<file path="config.mk">
export PLATFORM = sky130hd
export DESIGN_NAME = met_mul
export DESIGN_NICKNAME = d
export VERILOG_FILES = /design/src/sv/met_pkg.sv /design/src/sv/met_mul.sv
export SDC_FILE = /design/constraint.sdc
export NUM_CORES = 2
export LEC_CHECK = 0
export ABC_AREA = 1
export BUFFER_PORTS_ARGS = -buffer_cell sky130_fd_sc_hd__buf_2
export CAP_MARGIN = 20
export CORE_ASPECT_RATIO = 1.75
export CORE_MARGIN = 4
export CORE_UTILIZATION = 35
export DETAILED_ROUTE_END_ITERATION = 10
export GPL_TIMING_DRIVEN = 0
export MAX_ROUTING_LAYER = met4
export PLACE_DENSITY = 0.51
export SLEW_MARGIN = 0
export SYNTH_ARGS = -nofsm -noshare
export SYNTH_HDL_FRONTEND = slang
export SYNTH_SLANG_ARGS = --single-unit
</file>
<file path="constraint.sdc">
create_clock -name clk -period 17.35 [get_ports clk]
set_input_delay 4.3375 -clock clk [delete_from_list [all_inputs] [get_ports clk]]
set_output_delay 4.3375 -clock clk [all_outputs]
set_load 0.05 [all_outputs]
</file>
<file path="src/sv/met_pkg.sv">
`timescale 1ns / 1ps

package met_pkg;

  localparam logic signed [63:0] S64_MAX = 64'sh7FFF_FFFF_FFFF_FFFF;
  localparam logic signed [63:0] S64_MIN = 64'sh8000_0000_0000_0000;

  // configuration register indexes
  typedef enum logic [1:0] {
    REG_CENTER_REAL,
    REG_CENTER_IMAG,
    REG_PIXEL_STEP,
    REG_ITER_LIMIT
  } met_reg_t;

  // right shift applied to the exact product
  typedef enum logic [1:0] {
    SH_NONE,
    SH_DOUBLE,
    SH_FRAC
  } met_shift_t;

  typedef struct packed {
    logic       start;
    met_shift_t shift;
  } met_mul_req_t;

  typedef struct packed {
    logic               done;
    logic signed [63:0] value;
  } met_mul_rsp_t;

  typedef enum logic [3:0] {
    ST_IDLE,
    ST_MAPX_GO,
    ST_MAPX_WAIT,
    ST_MAPY_GO,
    ST_MAPY_WAIT,
    ST_TEST,
    ST_MXY_GO,
    ST_MXY_WAIT,
    ST_ZX,
    ST_SQX_GO,
    ST_SQX_WAIT,
    ST_SQY_GO,
    ST_SQY_WAIT,
    ST_FIN
  } met_state_t;

endpackage

</file>
<file path="src/sv/met_mul.sv">
`timescale 1ns / 1ps

// Signed 64x64 fixed-point multiply: four 32x32 partial products, one per
// cycle, summed into a 128-bit accumulator, then shifted and saturated.
module met_mul #(
  parameter int FRACTION_BITS = 56
) (
  input  logic                  clk,
  input  logic                  rst_n,
  input  met_pkg::met_mul_req_t req,
  input  logic signed [63:0]    a,
  input  logic signed [63:0]    b,
  output met_pkg::met_mul_rsp_t rsp
);

  logic               busy_r;
  logic [2:0]         cnt_r;
  logic               done_r;
  logic               pp_vld_r;
  logic [63:0]        a_mag_r;
  logic [63:0]        b_mag_r;
  logic               neg_r;
  met_pkg::met_shift_t shift_r;
  logic [63:0]        pp_r;
  logic [1:0]         pp_off_r;
  logic [127:0]       acc_r;
  logic signed [63:0] res_r;

  logic [31:0]        a_half;
  logic [31:0]        b_half;
  logic [63:0]        prod;
  logic [127:0]       term;
  logic [127:0]       q;
  logic               ovf;
  logic signed [63:0] sat;

  assign a_half = cnt_r[0] ? a_mag_r[63:32] : a_mag_r[31:0];
  assign b_half = cnt_r[1] ? b_mag_r[63:32] : b_mag_r[31:0];
  assign prod   = {32'b0, a_half} * {32'b0, b_half};

  always_comb begin
    unique case (pp_off_r)
      2'd0:    term = {64'b0, pp_r};
      2'd1:    term = {32'b0, pp_r, 32'b0};
      2'd2:    term = {pp_r, 64'b0};
      default: term = '0;
    endcase
  end

  always_comb begin
    unique case (shift_r)
      met_pkg::SH_NONE:   q = acc_r;
      met_pkg::SH_DOUBLE: q = acc_r >> (FRACTION_BITS - 1);
      met_pkg::SH_FRAC:   q = acc_r >> FRACTION_BITS;
      default:            q = acc_r;
    endcase
  end

  assign ovf = (q[127:64] != 64'b0) || q[63];

  always_comb begin
    if (neg_r) begin
      sat = ovf ? met_pkg::S64_MIN : -$signed(q[63:0]);
    end else begin
      sat = ovf ? met_pkg::S64_MAX : $signed(q[63:0]);
    end
  end

  always_ff @(posedge clk) begin
    if (!rst_n) begin
      busy_r   <= 1'b0;
      cnt_r    <= '0;
      done_r   <= 1'b0;
      pp_vld_r <= 1'b0;
    end else begin
      done_r   <= 1'b0;
      pp_vld_r <= busy_r && (cnt_r < 3'd4);
      if (req.start) begin
        busy_r <= 1'b1;
        cnt_r  <= '0;
      end else if (busy_r) begin
        cnt_r <= cnt_r + 3'd1;
        if (cnt_r == 3'd5) begin
          busy_r <= 1'b0;
          done_r <= 1'b1;
        end
      end
    end
  end

  always_ff @(posedge clk) begin
    if (req.start) begin
      a_mag_r <= a[63] ? 64'(-a) : 64'(a);
      b_mag_r <= b[63] ? 64'(-b) : 64'(b);
      neg_r   <= a[63] ^ b[63];
      shift_r <= req.shift;
      acc_r   <= '0;
    end
    if (busy_r && (cnt_r < 3'd4)) begin
      pp_r     <= prod;
      pp_off_r <= {1'b0, cnt_r[0]} + {1'b0, cnt_r[1]};
    end
    if (pp_vld_r) begin
      acc_r <= acc_r + term;
    end
    if (busy_r && (cnt_r == 3'd5)) begin
      res_r <= sat;
    end
  end

  assign rsp.done  = done_r;
  assign rsp.value = res_r;

endmodule

</file>
==> reports/results.env <==
PATH_BUF_INV=8
INITIAL_CORE_UTILIZATION=0.353
TOP_DELAY_FAMILY_ON_CRIT_PATH='adder cells'
FLOORPLAN.ROWS=216
NUMBER_OF_ANTENNA_VIOLATIONS_AT_THE_FIRST_CHECK_IN_GLOBAL_ROUTING=30
YS_SEQ_AREA_FRAC=0.169
FIN_SKEW_NS=0.0358
CRITPATHMAXFANOUT=10
CTS_NUM_SINKS=395
CRIT_PATH_MAX_INCR_DELAY_NS=1.09
FINALCRITPERIODSHARE=0.692
DETAIL_ROUTE.DRC_VIOLATIONS=0
TIMING_MAX_TRANSITION_VIOLATIONS_FINAL=0
CLK_LATENCY_NS=0.76
REPORT.FINAL.SETUP_VIOL=0
GRT_USAGE=0.469
POST-ROUTE-CELL-AREA_UM2=77800
YS_FF_LATCH=395
NUMBER_OF_MAX_CAPACITANCE_VIOLATIONS_REPORTED=0
CTS_TREE='done'
MAIN_SYNTH_FF_TYPE='sky130_fd_sc_hd__edfxtp_1'
FINAL_CORE_UTIL=0.393
LAYOUT.CELLS.MOST_COMMON_LIST='sky130_fd_sc_hd__nand2_1, sky130_fd_sc_hd__inv_1, sky130_fd_sc_hd__nor2_1'
FIRST_GLOBAL_VIAS=75134
PORT-BUFFER-COUNT=196
DESIGN.CORE.AREA_UM2=198000
TIMING.HOLD.WORST.CLASS='reg2reg'
MAX_CLOCK_FREQ_MHz=83.3
GRT_PASS1_WL_UM=641000
TIMING.REG2REG.SETUP_SLACK_NS=5.35
DIE-WIDTH_UM=346
END_KIND='register'
POSTSYNTH.ASYNCRESETSHARE=0
GRT_START_MAX_NET_PINS=82
DRT.ANTENNA.VIOLATING_NETS=0
IOS=198
GRT_REMAINING_OVERFLOW=0
CTS_RESIZED=0
MAX_SLEW_MARGIN=0.0730
CRITICAL_PATH.SLOWEST_CELL='sky130_fd_sc_hd__dfxtp_1'
DIE-HEIGHT_UM=599
FINAL-HOLD-VIOLATION-COUNT=0
FINALWORSTPATHREQUIREDPERIOD_NS=12.00
CP-START-KIND='register'
RSZ0062_AT_GRT='no'
DRT_ITER0_MARKERS=6298
ROUTE.DETAILED.WL_PER_INST_UM=35.7
FLOW.AREA_GROWTH_FROM_SYNTHESIS_PCT=11.3
POST_ROUTE_CELLS_DRIVE_ABOVE_1_SHARE=0.0587
DRT_PRE_ANTENNA_ITERS=6
CTS_BUFFER_DEPTH=3
AVGSYNTHCELLAREA_UM2=6.93
CTS-HTREE-LEVELS=2
CLKTRANSATPATHREGS_NS=0.06
CLOCK_TREE.ROOT_CELL='sky130_fd_sc_hd__clkbuf_16'
POST_SYNTH_INST_COUNT=10079
YS_TYPES=57
ROUTED_WL_UM=469000
OVERALL_DIE_AREA_UM2=207000
HOLD-WORST-SLACK_NS=0.545
TIMING.SETUP.CRITICAL_PATH_CLASS='reg2reg'
SYNTH_EDF_COUNT=389
ROUTE.VIAS.TOTAL=72061
SETUP_TOTAL_NEGATIVE_SLACK_NS=0
WORST_PIN_SLEW_NS=1.39
NUM-FILL-CELLS=21548
PLACED_CELL_AREA_UM2=75600
FIN_NETS=11863
NUMBER_OF_BUFFERS_CREATED_BY_CTS=50
SYNTH.CELL_AREA_UM2=69900
OUTCOME='complete, no violations'
CRITPATHREQUIREDTIME_NS=17.84
SYNTH.NET_COUNT=11506
CTS_POST_SETUP_BUFFERS_INSERTED=0
ROUTABILITYCONGESTION=1.24
WORST_EP_ARRIVAL_TIME_NS=12.49
PLACE.DETAILED.HPWL_UM=389000
MOST_COMMON_LIBRARY_CELL_IN_THE_LAYOUT_IGNORING_FILL_AND_TAPS='sky130_fd_sc_hd__nand2_1'
ROUTED_VIA_DENSITY=5.49
CTS_HOLD_BUF=0
YS.WARNINGS.COUNT=0
-- flip-flops by register name, summed over array words and instances, names as in the netlist, 2 cells and up --
name,cells
cnt_r,3
pp_off_r,2
res_r,64
b_mag_r,64
a_mag_r,64
acc_r,128
pp_r,64
shift_r,2
-- per-stage QoR --
| stage | cells | setup slack, ns |
|---|---|---|
| 2_1_floorplan | 10079 | 9.78 |
| 3_3_place_gp | 12891 | 4.04 |
| 3_5_place_dp | 12975 | 5.92 |
| 4_1_cts | 13066 | 5.91 |
| 5_1_grt | 13116 | 5.45 |
| 6_report | 13125 | 5.35 |
-- path summary, 6_finish.rpt --
check	to	from	depth (start not counted)
setup / recovery	pp_r[59]	cnt_r[0]	30
hold / removal	cnt_r[1]	busy_r	1
setup reg to reg	pp_r[59]	cnt_r[0]	30
hold reg to reg	cnt_r[1]	busy_r	1
-- routing by layer --
| layer | share of wire | vias to the layer above | wire (µm) | global-route usage |
|---|---|---|---|---|
| li1 | - | 31107 | - | - |
| met5 | 0 | - | 0 | - |
| met2 | 0.49 | 3826 | 231000 | 0.789 |
| met3 | 0.068 | 2299 | 31900 | 0.124 |
| met4 | 0.17 | 0 | 81200 | 0.596 |
| met1 | 0.27 | 34829 | 125000 | 0.370 |
-- synthesized netlist by cell type (22+ instances only) --
cell type                  instances  share of area
sky130_fd_sc_hd__a21oi_1         293          0.021
sky130_fd_sc_hd__inv_1          2148           0.12
sky130_fd_sc_hd__xnor2_1          49         0.0061
sky130_fd_sc_hd__nor2_1         1520          0.082
sky130_fd_sc_hd__nor4_1           22         0.0020
sky130_fd_sc_hd__xor2_1          136          0.017
sky130_fd_sc_hd__clkbuf_1        198          0.011
sky130_fd_sc_hd__o21ai_1          81         0.0058
sky130_fd_sc_hd__nor3_1           87         0.0062
sky130_fd_sc_hd__nand2_1        2810           0.15
sky130_fd_sc_hd__clkinv_1         29         0.0016
sky130_fd_sc_hd__ha_1            397          0.071
sky130_fd_sc_hd__buf_2            36         0.0026
sky130_fd_sc_hd__nand4_1         106         0.0095
sky130_fd_sc_hd__o22ai_1          65         0.0058
sky130_fd_sc_hd__nor2_2           28         0.0025
sky130_fd_sc_hd__or2_2            42         0.0038
sky130_fd_sc_hd__edfxtp_1        389           0.17
sky130_fd_sc_hd__o21ai_0         233          0.017
sky130_fd_sc_hd__nand3_1         284          0.020
sky130_fd_sc_hd__fa_1            897           0.26
-- cells by family (layout without fill, tap and decap cells) --
family	after synthesis	in the layout	share of synthesized area
adders and majority gates	1294	1294	0.328
DFF	395	395	0.169
buffers and inverters	2462	2858	0.135
other	0	34	0
xor gates and xnor gates	185	185	0.0232
and+or+nand+nor	4963	4963	0.284
AOI/OAI and AO/OA	780	780	0.0612
-- cell type report --
cell class                      count  area (µm²)  area share
Clock buffer                       57        1300      0.0167
Clock inverter                     34         433     0.00557
Inverter                         2193        8230       0.106
Tap cell                         2616        3270      0.0421
Multi-Input combinational cell   7222       48800       0.628
Buffer                            269        1190      0.0153
Sequential cell                   395       11800       0.152
Antenna cell                       34        85.1     0.00109
Timing Repair Buffer              305        2640      0.0339
Power is left out: the tool's default activity adds up to more than one toggle a clock period on the data nets, which glitch-free logic cannot reach.
